===== config.mk =====
export PLATFORM = sky130hd
export DESIGN_NAME = color_histogram_percent_unit
export DESIGN_NICKNAME = d
export VERILOG_FILES = /design/src/design/chp_pkg.sv /design/src/design/chp_front.sv /design/src/design/chp_queue.sv /design/src/design/chp_back.sv /design/src/design/color_histogram_percent_unit.sv
export VERILOG_INCLUDE_DIRS = /design/src /design/src/design
export SDC_FILE = /design/constraint.sdc
export NUM_CORES = 2
export LEC_CHECK = 0
export BUFFER_PORTS_ARGS = -buffer_cell sky130_fd_sc_hd__buf_2
export CELL_PAD_IN_SITES_DETAIL_PLACEMENT = 0
export CELL_PAD_IN_SITES_GLOBAL_PLACEMENT = 1
export CORE_UTILIZATION = 35
export CTS_BUF_LIST = sky130_fd_sc_hd__clkbuf_4 sky130_fd_sc_hd__clkbuf_8
export DETAILED_ROUTE_END_ITERATION = 16
export PLACE_DENSITY_LB_ADDON = 0.3
export SLEW_MARGIN = 15
export SYNTH_ARGS = -nofsm -noshare
export SYNTH_HDL_FRONTEND = slang
export SYNTH_SLANG_ARGS = --single-unit

===== constraint.sdc =====
create_clock -name i_clk -period 7.3 [get_ports i_clk]
set_input_delay 0.365 -clock i_clk [delete_from_list [all_inputs] [get_ports i_clk]]
set_output_delay 0.365 -clock i_clk [all_outputs]
set_load 0.01 [all_outputs]

===== src/design/color_histogram_percent_unit_assert.svh =====
// Assertion macros for the color histogram percent unit.
`ifndef COLOR_HISTOGRAM_PERCENT_UNIT_ASSERT_SVH
`define COLOR_HISTOGRAM_PERCENT_UNIT_ASSERT_SVH

`ifndef ASSERT_OFF
// Same-cycle implication, checked on every clock edge outside reset.
`define CHP_ASSERT_IMPL(lbl, ante, cons) \
    lbl: assert property (@(posedge i_clk) disable iff (!i_rst_n) (ante) |-> (cons)) \
        else $error("assertion failed");
// Next-cycle implication.
`define CHP_ASSERT_NEXT(lbl, ante, cons) \
    lbl: assert property (@(posedge i_clk) disable iff (!i_rst_n) (ante) |=> (cons)) \
        else $error("assertion failed");
`else
`define CHP_ASSERT_IMPL(lbl, ante, cons)
`define CHP_ASSERT_NEXT(lbl, ante, cons)
`endif

`endif


===== src/design/chp_pkg.sv =====
// Shared types, constants and functions of the color histogram unit.
`default_nettype none
package chp_pkg;

    localparam int NUM_BINS  = 64;
    localparam int BIN_BITS  = 6;
    localparam int PCT_BITS  = 7;
    localparam int CHAN_BITS = 8;

    // One classified pixel as it travels from front end to back end.
    typedef struct packed {
        logic [BIN_BITS-1:0] bin;
        logic                last;
    } t_item;

    // Top two bits of each channel give its region; red is most significant.
    function automatic logic [BIN_BITS-1:0] bin_of(
        input logic [CHAN_BITS-1:0] red,
        input logic [CHAN_BITS-1:0] green,
        input logic [CHAN_BITS-1:0] blue
    );
        bin_of = {red[CHAN_BITS-1 -: 2], green[CHAN_BITS-1 -: 2], blue[CHAN_BITS-1 -: 2]};
    endfunction

endpackage
`default_nettype wire


===== src/design/chp_front.sv =====
// Front end: takes pixel beats and registers their bin index and end marker.
`default_nettype none
module chp_front (
    input  wire logic                          i_clk,
    input  wire logic                          i_rst_n,
    input  wire logic                          i_valid,
    output logic                               o_ready,
    input  wire logic [chp_pkg::CHAN_BITS-1:0] i_red,
    input  wire logic [chp_pkg::CHAN_BITS-1:0] i_green,
    input  wire logic [chp_pkg::CHAN_BITS-1:0] i_blue,
    input  wire logic                          i_last_pixel,
    output logic                               o_item_valid,
    input  wire logic                          i_item_ready,
    output chp_pkg::t_item                     o_item
);
    import chp_pkg::*;

    logic  r_vld;
    t_item r_item;

    assign o_ready      = !r_vld || i_item_ready;
    assign o_item_valid = r_vld;
    assign o_item       = r_item;

    always_ff @(posedge i_clk) begin
        if (!i_rst_n) begin
            r_vld <= 1'b0;
        end else if (o_ready) begin
            r_vld <= i_valid;
        end
    end

    always_ff @(posedge i_clk) begin
        if (i_valid && o_ready) begin
            r_item.bin  <= bin_of(i_red, i_green, i_blue);
            r_item.last <= i_last_pixel;
        end
    end

endmodule
`default_nettype wire


===== src/design/chp_queue.sv =====
// Four-entry queue of classified pixels between front and back end.
`default_nettype none
module chp_queue (
    input  wire logic  i_clk,
    input  wire logic  i_rst_n,
    input  wire logic  i_push_valid,
    output logic       o_push_ready,
    input  chp_pkg::t_item i_item,
    output logic       o_pop_valid,
    input  wire logic  i_pop_ready,
    output chp_pkg::t_item o_item
);
    import chp_pkg::*;

    localparam int DEPTH  = 4;
    localparam int AW     = $clog2(DEPTH);

    t_item         r_buf [DEPTH];
    logic [AW:0]   r_wr_ptr;
    logic [AW:0]   r_rd_ptr;
    logic          full;
    logic          empty;
    logic          push;
    logic          pop;

    assign empty        = (r_wr_ptr == r_rd_ptr);
    assign full         = (r_wr_ptr[AW-1:0] == r_rd_ptr[AW-1:0]) && (r_wr_ptr[AW] != r_rd_ptr[AW]);
    assign o_push_ready = !full;
    assign o_pop_valid  = !empty;
    assign o_item       = r_buf[r_rd_ptr[AW-1:0]];
    assign push         = i_push_valid && !full;
    assign pop          = i_pop_ready && !empty;

    always_ff @(posedge i_clk) begin
        if (!i_rst_n) begin
            r_wr_ptr <= '0;
            r_rd_ptr <= '0;
        end else begin
            if (push) begin
                r_wr_ptr <= r_wr_ptr + 1'b1;
            end
            if (pop) begin
                r_rd_ptr <= r_rd_ptr + 1'b1;
            end
        end
    end

    always_ff @(posedge i_clk) begin
        if (push) begin
            r_buf[r_wr_ptr[AW-1:0]] <= i_item;
        end
    end

endmodule
`default_nettype wire


===== src/design/chp_back.sv =====
// Back end: bin counter memory, pixel total and the per-bin percent read-out.
`default_nettype none
module chp_back #(
    parameter int COUNT_BITS = 25
) (
    input  wire logic                         i_clk,
    input  wire logic                         i_rst_n,
    input  wire logic                         i_item_valid,
    output logic                              o_item_ready,
    input  chp_pkg::t_item                    i_item,
    output logic                              o_valid,
    input  wire logic                         i_ready,
    output logic [chp_pkg::BIN_BITS-1:0]      o_bin_index,
    output logic [chp_pkg::PCT_BITS-1:0]      o_percent,
    output logic                              o_last_bin
);
    import chp_pkg::*;

    localparam int W = COUNT_BITS + PCT_BITS;   // holds 100 * count

    localparam logic [2:0] ST_ACC   = 3'd0;
    localparam logic [2:0] ST_ISSUE = 3'd1;
    localparam logic [2:0] ST_LOAD  = 3'd2;
    localparam logic [2:0] ST_DIV   = 3'd3;
    localparam logic [2:0] ST_PUT   = 3'd4;

    localparam logic [BIN_BITS-1:0] LAST_BIN = BIN_BITS'(NUM_BINS - 1);
    localparam logic [2:0]          LAST_STEP = 3'(PCT_BITS - 1);

    logic [COUNT_BITS-1:0] r_mem [NUM_BINS];
    logic [NUM_BINS-1:0]   r_vld;
    logic [COUNT_BITS-1:0] r_rd_cnt;
    logic                  r_rd_vld;

    logic [2:0]            r_state;
    logic [2:0]            n_state;

    // accumulate pipeline
    logic                  r_s2_vld;
    logic [BIN_BITS-1:0]   r_s2_bin;
    logic                  r_s2_last;
    logic                  r_wr_vld;
    logic [BIN_BITS-1:0]   r_wr_bin;
    logic [COUNT_BITS-1:0] r_wr_cnt;
    logic [COUNT_BITS-1:0] r_total;

    // read-out
    logic [BIN_BITS-1:0]   r_ro_bin;
    logic [W-1:0]          r_rem;
    logic [W-1:0]          r_dsh;
    logic [PCT_BITS-1:0]   r_quo;
    logic [2:0]            r_step;

    logic                  pop;
    logic [BIN_BITS-1:0]   rd_addr;
    logic [COUNT_BITS-1:0] old_cnt;
    logic [COUNT_BITS-1:0] new_cnt;
    logic [COUNT_BITS-1:0] cnt_rd;
    logic [W-1:0]          cnt_w;
    logic                  ge;
    logic                  out_free;

    assign o_item_ready = (r_state == ST_ACC) && !(r_s2_vld && r_s2_last);
    assign pop          = o_item_ready && i_item_valid;
    assign rd_addr      = (r_state == ST_ACC) ? i_item.bin : r_ro_bin;

    // Forward the count written last cycle, the memory still shows the old one.
    always_comb begin
        if (r_wr_vld && (r_wr_bin == r_s2_bin)) begin
            old_cnt = r_wr_cnt;
        end else if (r_rd_vld) begin
            old_cnt = r_rd_cnt;
        end else begin
            old_cnt = '0;
        end
        new_cnt = (&old_cnt) ? old_cnt : old_cnt + COUNT_BITS'(1);
    end

    assign cnt_rd   = r_rd_vld ? r_rd_cnt : '0;
    assign cnt_w    = W'(cnt_rd);
    assign ge       = (r_rem >= r_dsh);
    assign out_free = !o_valid || i_ready;

    always_comb begin
        n_state = r_state;
        unique case (r_state)
            ST_ACC: begin
                if (r_s2_vld && r_s2_last) begin
                    n_state = ST_ISSUE;
                end
            end
            ST_ISSUE: n_state = ST_LOAD;
            ST_LOAD:  n_state = ST_DIV;
            ST_DIV: begin
                if (r_step == LAST_STEP) begin
                    n_state = ST_PUT;
                end
            end
            ST_PUT: begin
                if (out_free) begin
                    n_state = (r_ro_bin == LAST_BIN) ? ST_ACC : ST_ISSUE;
                end
            end
            default: n_state = ST_ACC;
        endcase
    end

    // counter memory: one read, one write per cycle
    always_ff @(posedge i_clk) begin
        r_rd_cnt <= r_mem[rd_addr];
        if (r_state == ST_ACC && r_s2_vld) begin
            r_mem[r_s2_bin] <= new_cnt;
        end
    end

    always_ff @(posedge i_clk) begin
        if (!i_rst_n) begin
            r_state  <= ST_ACC;
            r_vld    <= '0;
            r_rd_vld <= 1'b0;
            r_s2_vld <= 1'b0;
            r_wr_vld <= 1'b0;
            r_total  <= '0;
            r_ro_bin <= '0;
            r_step   <= '0;
            o_valid  <= 1'b0;
        end else begin
            r_state  <= n_state;
            r_rd_vld <= r_vld[rd_addr];
            r_s2_vld <= pop;
            if (r_state == ST_ACC && r_s2_vld) begin
                r_vld[r_s2_bin] <= 1'b1;
                r_total         <= (&r_total) ? r_total : r_total + COUNT_BITS'(1);
                r_wr_vld        <= !r_s2_last;
                if (r_s2_last) begin
                    r_ro_bin <= '0;
                end
            end else begin
                r_wr_vld <= 1'b0;
            end
            if (r_state == ST_LOAD) begin
                r_step <= '0;
            end else if (r_state == ST_DIV) begin
                r_step <= r_step + 3'd1;
            end
            if (r_state == ST_PUT && out_free) begin
                o_valid  <= 1'b1;
                r_ro_bin <= r_ro_bin + 1'b1;
                if (r_ro_bin == LAST_BIN) begin
                    r_vld   <= '0;
                    r_total <= '0;
                end
            end else if (o_valid && i_ready) begin
                o_valid <= 1'b0;
            end
        end
    end

    always_ff @(posedge i_clk) begin
        if (pop) begin
            r_s2_bin  <= i_item.bin;
            r_s2_last <= i_item.last;
        end
        if (r_state == ST_ACC && r_s2_vld) begin
            r_wr_bin <= r_s2_bin;
            r_wr_cnt <= new_cnt;
        end
        // restoring division, one quotient bit per cycle, MSB first
        if (r_state == ST_LOAD) begin
            r_rem <= (cnt_w << 6) + (cnt_w << 5) + (cnt_w << 2);
            r_dsh <= (r_total == '0) ? '1 : (W'(r_total) << (PCT_BITS - 1));
            r_quo <= '0;
        end else if (r_state == ST_DIV) begin
            if (ge) begin
                r_rem <= r_rem - r_dsh;
            end
            r_dsh <= r_dsh >> 1;
            r_quo <= {r_quo[PCT_BITS-2:0], ge};
        end
        if (r_state == ST_PUT && out_free) begin
            o_bin_index <= r_ro_bin;
            o_percent   <= r_quo;
            o_last_bin  <= (r_ro_bin == LAST_BIN);
        end
    end

endmodule
`default_nettype wire


===== src/design/color_histogram_percent_unit.sv =====
// Top level of the 64-bin quantized RGB histogram with percent read-out.
//
//  channel  | handshake          | beat contents
//  ---------+--------------------+------------------------------------------
//  pixel in | i_valid / o_ready  | i_red, i_green, i_blue, i_last_pixel
//  bin out  | o_valid / i_ready  | o_bin_index, o_percent, o_last_bin
//
// Pixels go in one per cycle while the back end accumulates: the front end
// registers the bin index, a four-entry queue feeds the back end, which
// read-modify-writes the counter memory each cycle. A beat marked last starts the
// read-out: per bin one read, one load, a restoring divide and one output beat;
// pixels fill the queue meanwhile and then see o_ready low. Synchronous active-low
// reset clears control and per-bin valid bits; a stalled output holds its beat.
`default_nettype none
`include "color_histogram_percent_unit_assert.svh"
module color_histogram_percent_unit #(
    parameter int COUNT_BITS = 25
) (
    input  wire logic                          i_clk,
    input  wire logic                          i_rst_n,
    input  wire logic                          i_valid,
    output logic                               o_ready,
    input  wire logic [chp_pkg::CHAN_BITS-1:0] i_red,
    input  wire logic [chp_pkg::CHAN_BITS-1:0] i_green,
    input  wire logic [chp_pkg::CHAN_BITS-1:0] i_blue,
    input  wire logic                          i_last_pixel,
    output logic                               o_valid,
    input  wire logic                          i_ready,
    output logic [chp_pkg::BIN_BITS-1:0]       o_bin_index,
    output logic [chp_pkg::PCT_BITS-1:0]       o_percent,
    output logic                               o_last_bin
);
    import chp_pkg::*;

    t_item front_item;
    t_item queue_item;
    logic  front_valid;
    logic  front_ready;
    logic  queue_valid;
    logic  queue_ready;

    chp_front u_front (
        .i_clk        (i_clk),
        .i_rst_n      (i_rst_n),
        .i_valid      (i_valid),
        .o_ready      (o_ready),
        .i_red        (i_red),
        .i_green      (i_green),
        .i_blue       (i_blue),
        .i_last_pixel (i_last_pixel),
        .o_item_valid (front_valid),
        .i_item_ready (front_ready),
        .o_item       (front_item)
    );

    chp_queue u_queue (
        .i_clk        (i_clk),
        .i_rst_n      (i_rst_n),
        .i_push_valid (front_valid),
        .o_push_ready (front_ready),
        .i_item       (front_item),
        .o_pop_valid  (queue_valid),
        .i_pop_ready  (queue_ready),
        .o_item       (queue_item)
    );

    chp_back #(
        .COUNT_BITS (COUNT_BITS)
    ) u_back (
        .i_clk        (i_clk),
        .i_rst_n      (i_rst_n),
        .i_item_valid (queue_valid),
        .o_item_ready (queue_ready),
        .i_item       (queue_item),
        .o_valid      (o_valid),
        .i_ready      (i_ready),
        .o_bin_index  (o_bin_index),
        .o_percent    (o_percent),
        .o_last_bin   (o_last_bin)
    );

    // end-of-run flag only on the final bin
    `CHP_ASSERT_IMPL(a_last_bin_is_63, o_valid && o_last_bin, o_bin_index == 6'd63)
    // saturation keeps every bin count at or below the total
    `CHP_ASSERT_IMPL(a_percent_range, o_valid, o_percent <= 7'd100)
    // a new run cannot follow the final bin in the next cycle
    `CHP_ASSERT_NEXT(a_run_gap, o_valid && i_ready && o_last_bin, !o_valid)

endmodule
`default_nettype wire

==> metrics.md <==
| Metric | Value |
|---|---|
| Post-synthesis cell count | `between 5k and 6k` |
| Post-Syn Area | `slightly below 0.08 mm2` |
| Crit-path max cell delay | `approximately 0.85 ns` |
| DRC errors left | `0` |
| Worst slack at placement | `1.74 ns` |
| Critical path, cell by cell | `xnor2_1 > nand4_1 > nor2_4 > nand2_1 > o21ai_0 > ha_1 > nand3_1 > nor3_1 > nor2_1 > nor4_4 > nand3_2 > and4_1 > xnor2_1 > o22ai_4 > buf_4` |
| Via count | `49.7k` |
| Sequential share of the synthesized area | `between 70% and 80%` |
| Arrival time at the worst endpoint | `~6.6 ns` |
| First-pass iteration count of the detailed router | `5` |
| Final Setup Violations | `0` |
| GR Overflow Total | `0` |
| Antenna violations before repair | `11` |
| CTS Buffer Depth | `4` |
| Crit path from | `u_back.r_s2_bin[4]` |
| Dominant cell by count in the synthesized netlist | `edfxtp_1` |
| Pleak | `~31 nW` |
| CTS clock-pin slew for the worst setup and hold paths | `about 0.06 ns` |
| Max Fclk | `~170 MHz` |
| Reg2Reg Depth | `15` |
| Status | `complete, no violations` |
| Minimum clock period | `around 5.7 ns` |
| Crit path buffers/inverters | `1` |
| Setup WS post-layout | `1.56 ns` |
| DR WL met2 | `approximately 110000 um` |
| Post-cts resize count | `0` |
| Slew HR | `between 10 and 15%` |
| Crit path to | `u_back.r_mem[54][4]` |
| WL/cell | `~25 um` |
| Largest net degree at the start of global routing | `between 100 and 150` |
| Register bit count reported by yosys | `between 1.5k and 2k` |
| Worst vdd ir | `between 0.5 and 0.6 mV` |
| First-pass GRT wire length | `around 340000 um` |
| Startpoint Class | `flip-flop` |
| Measured slew at the worst slew-check pin | `1.32 ns` |
| Hold_ws | `about 0.39 ns` |
| CTS tree | `done` |
| DRT met1 WL | `roughly 100000 um` |
| Slew Limit Fails | `0` |
| CP delay by family, top | `simple AND/OR/NAND/NOR gates` |
| Setup TNS | `0 ns` |
| Core Region | `about 0.22 mm2` |
| Max Cap Viol | `0` |
| Port bufs | `26` |
| Critical setup path kind | `reg -> reg` |
| Final Skew | `between 0.06 and 0.07 ns` |
| HPWL after DPL | `around 120000 um` |
| Worst path depth | `15` |
| RR Endpoint | `u_back.r_mem[54][4]` |
| Total GRT Usage | `20.7%` |
| Power Dens Cells | `about 360 mW/mm2` |
| Fraction of layout instances using a drive strength above 1 | `between 10 and 15%` |
| Number of DRC markers in iteration 0 | `5161` |
| Num CTS Buffers | `around 330` |
| Via density per instance | `5.37` |
| Top cells by area, synth | `edfxtp_1, nand2_1, dfxtp_1, mux4_2, nand3_1` |
| Mean Syn Cell Area | `around 13 um2` |
| Reg2reg start | `u_back.r_s2_bin[4]` |
| Final GP Congestion | `roughly 0.84` |
| YS warnings | `0` |
| Row count | `approximately 170` |
| ANT nets after route | `0` |
| Syn nets | `5971` |
| Clock Latency Late Sink | `around 1.1 ns` |
| Compound-gate portion of the synthesized area | `6.84%` |
| Cell taking the most area after synthesis | `edfxtp_1` |
| Initial Util | `35.3%` |
| Top cells by count, synth | `edfxtp_1, nand2_1, nand3_1` |
| Die span in x | `about 470 um` |
| Mux cell area share after synthesis | `3.47%` |
| Net count reported at finish | `between 6k and 7k` |
| Worst-path fanout max | `35` |
| Sink Count | `around 1.9k` |
| Period Utilization, post-route | `between 70% and 80%` |
| RSZ-0062 raised after global routing | `no` |
| Crit path capture type | `flip-flop` |
| DIE AREA | `0.224 mm2` |
| Main combinational cell family by area after synthesis | `simple AND/OR/NAND/NOR gates` |
| Met3 WL | `~16000 um` |
| Number of global-route vias before repair | `roughly 48k` |
| Distinct cells, synth | `83` |
| Xor-xnor portion of the synthesized cell area | `about 1.4%` |
| CTS H-tree lvls | `5` |
| Reg2reg setup slack | `around 1.6 ns` |
| Share of Yosys cell area claimed by the top area cell type | `around 68%` |
| Root Buffer | `clkbuf_8` |
| Tot Pwr | `32.0 mW` |
| Synth Area in Simple Gates | `between 10% and 20%` |
| Final Hold Vio Count | `0` |
| Fin util | `40.4%` |
| Post-synth top flop | `edfxtp_1` |
| Synth async-reset ratio | `0%` |
| Ports | `45` |
| Post-synth EDFFs | `roughly 1.8k` |
| Synth-to-Final Area Change | `14.6%` |
| Die H | `473 um` |
| CP required | `approximately 8 ns` |
| Post-Synth Adder-Cell Area | `about 1.6%` |
| Top cell by count, worst path | `xnor2_1` |
| WL final | `235000 um` |
| Uppermost routed layer | `met4` |
| Max stage delay cell, worst path | `o22ai_4` |
| Hold WC Path Type | `in -> reg` |
[flip-flops by register name, indices dropped and copies added, names as in the netlist, 25 cells and up, named ones only]
register,cells
u_back.r_dsh,32
u_back.r_mem,1600
u_back.r_rd_cnt,25
u_back.r_rem,32
u_back.r_total,25
u_back.r_vld,64
u_back.r_wr_cnt,25
u_queue.r_buf,28
[metrics by stage]
step                area (um2)  instances
global route             89000       9250
CTS                      89000       9245
floorplan                77700       5849
global placement         82700       8673
detailed placement       82700       8673
finish                   89000       9256
[cell type report]
| type | count | area [um2] |
|---|---|---|
| inverters | 62 | 233 |
| diodes | 9 | 22.5 |
| repair buffers | 220 | 1900 |
| well taps | 2958 | 3700 |
| multi-input cells | 3557 | 21500 |
| clock buffers | 437 | 5430 |
| fillers | 20400 | 131000 |
| clock inverters | 116 | 714 |
| flip-flops and latches | 1897 | 55500 |
[layer usage]
layer / track usage (%) / vias up
met5: 0 / -
met4: 6.48 / 0
met3: 3.71 / 429
met2: 33.0 / 1699
met1: 28.8 / 25300
li1: - / 22200
[power breakdown]
group / internal [mW] / switching (mW)
sequential: 12.7 / 0.300
clock: 5.09 / 4.29
combinational: 2.79 / 6.83
total: 20.6 / 11.4
[cell families (layout without fill, tap and decap cells)]
| group | Yosys count | count (layout) |
|---|---|---|
| multiplexers | 166 | 166 |
| XOR/XNOR | 119 | 119 |
| adder cells (fa/ha/maj) | 93 | 93 |
| buffers and inverters | 395 | 835 |
| flip-flops | 1897 | 1897 |
| other | 0 | 9 |
| AO/OA/AOI/OAI | 816 | 816 |
| AND/OR/NAND/NOR | 2363 | 2363 |
[worst register-to-register path, stage by stage, from the launching register on]
cell	delay [ns]
edfxtp_1	0.48
xnor2_1	0.29
nand4_1	0.47
nor2_4	0.58
nand2_1	0.10
o21ai_0	0.31
ha_1	0.40
nand3_1	0.11
nor3_1	0.22
nor2_1	0.13
nor4_4	0.33
nand3_2	0.37
and4_1	0.35
xnor2_1	0.16
o22ai_4	0.85
buf_4	0.40
[worst min path at each step]
| stage | from | to | slack [ns] | cells after the start |
|---|---|---|---|---|
| final | i_valid | u_front.o_item[5] | 0.39 | 4 |
| after global routing | i_valid | u_front.o_item[5] | 0.39 | 4 |
| after CTS | i_valid | u_front.o_item[1] | 0.31 | 4 |
| after detailed placement | u_back.r_quo[6] | u_back.o_percent[6] | 0.42 | 0 |
| after global placement | u_back.r_quo[6] | u_back.o_percent[6] | 0.42 | 0 |
| after floorplan | u_back.r_ro_bin[2] | u_back.o_bin_index[2] | 0.41 | 0 |
[layout by cell type, fill, tap and decap left out, drive strengths merged, types with 70 or more instances in the layout]
cell type and n:
a21oi 300, a31oi 119, buf 199, clkbuf 439, clkinv 105, dfxtp 146
edfxtp 1751, ha 87, mux2i 81, mux4 82, nand2 1384, nand3 355
nand4 129, nor2 274, o21ai 74, xor2 70
[repair_timing]
action                                 4_1_cts  5_1_grt
endpoints found under the hold margin       48        0
setup endpoints to repair                    0        0
setup buffers                                0        0
hold buffers                                19        0
Power figures use the tool's default switching activity.
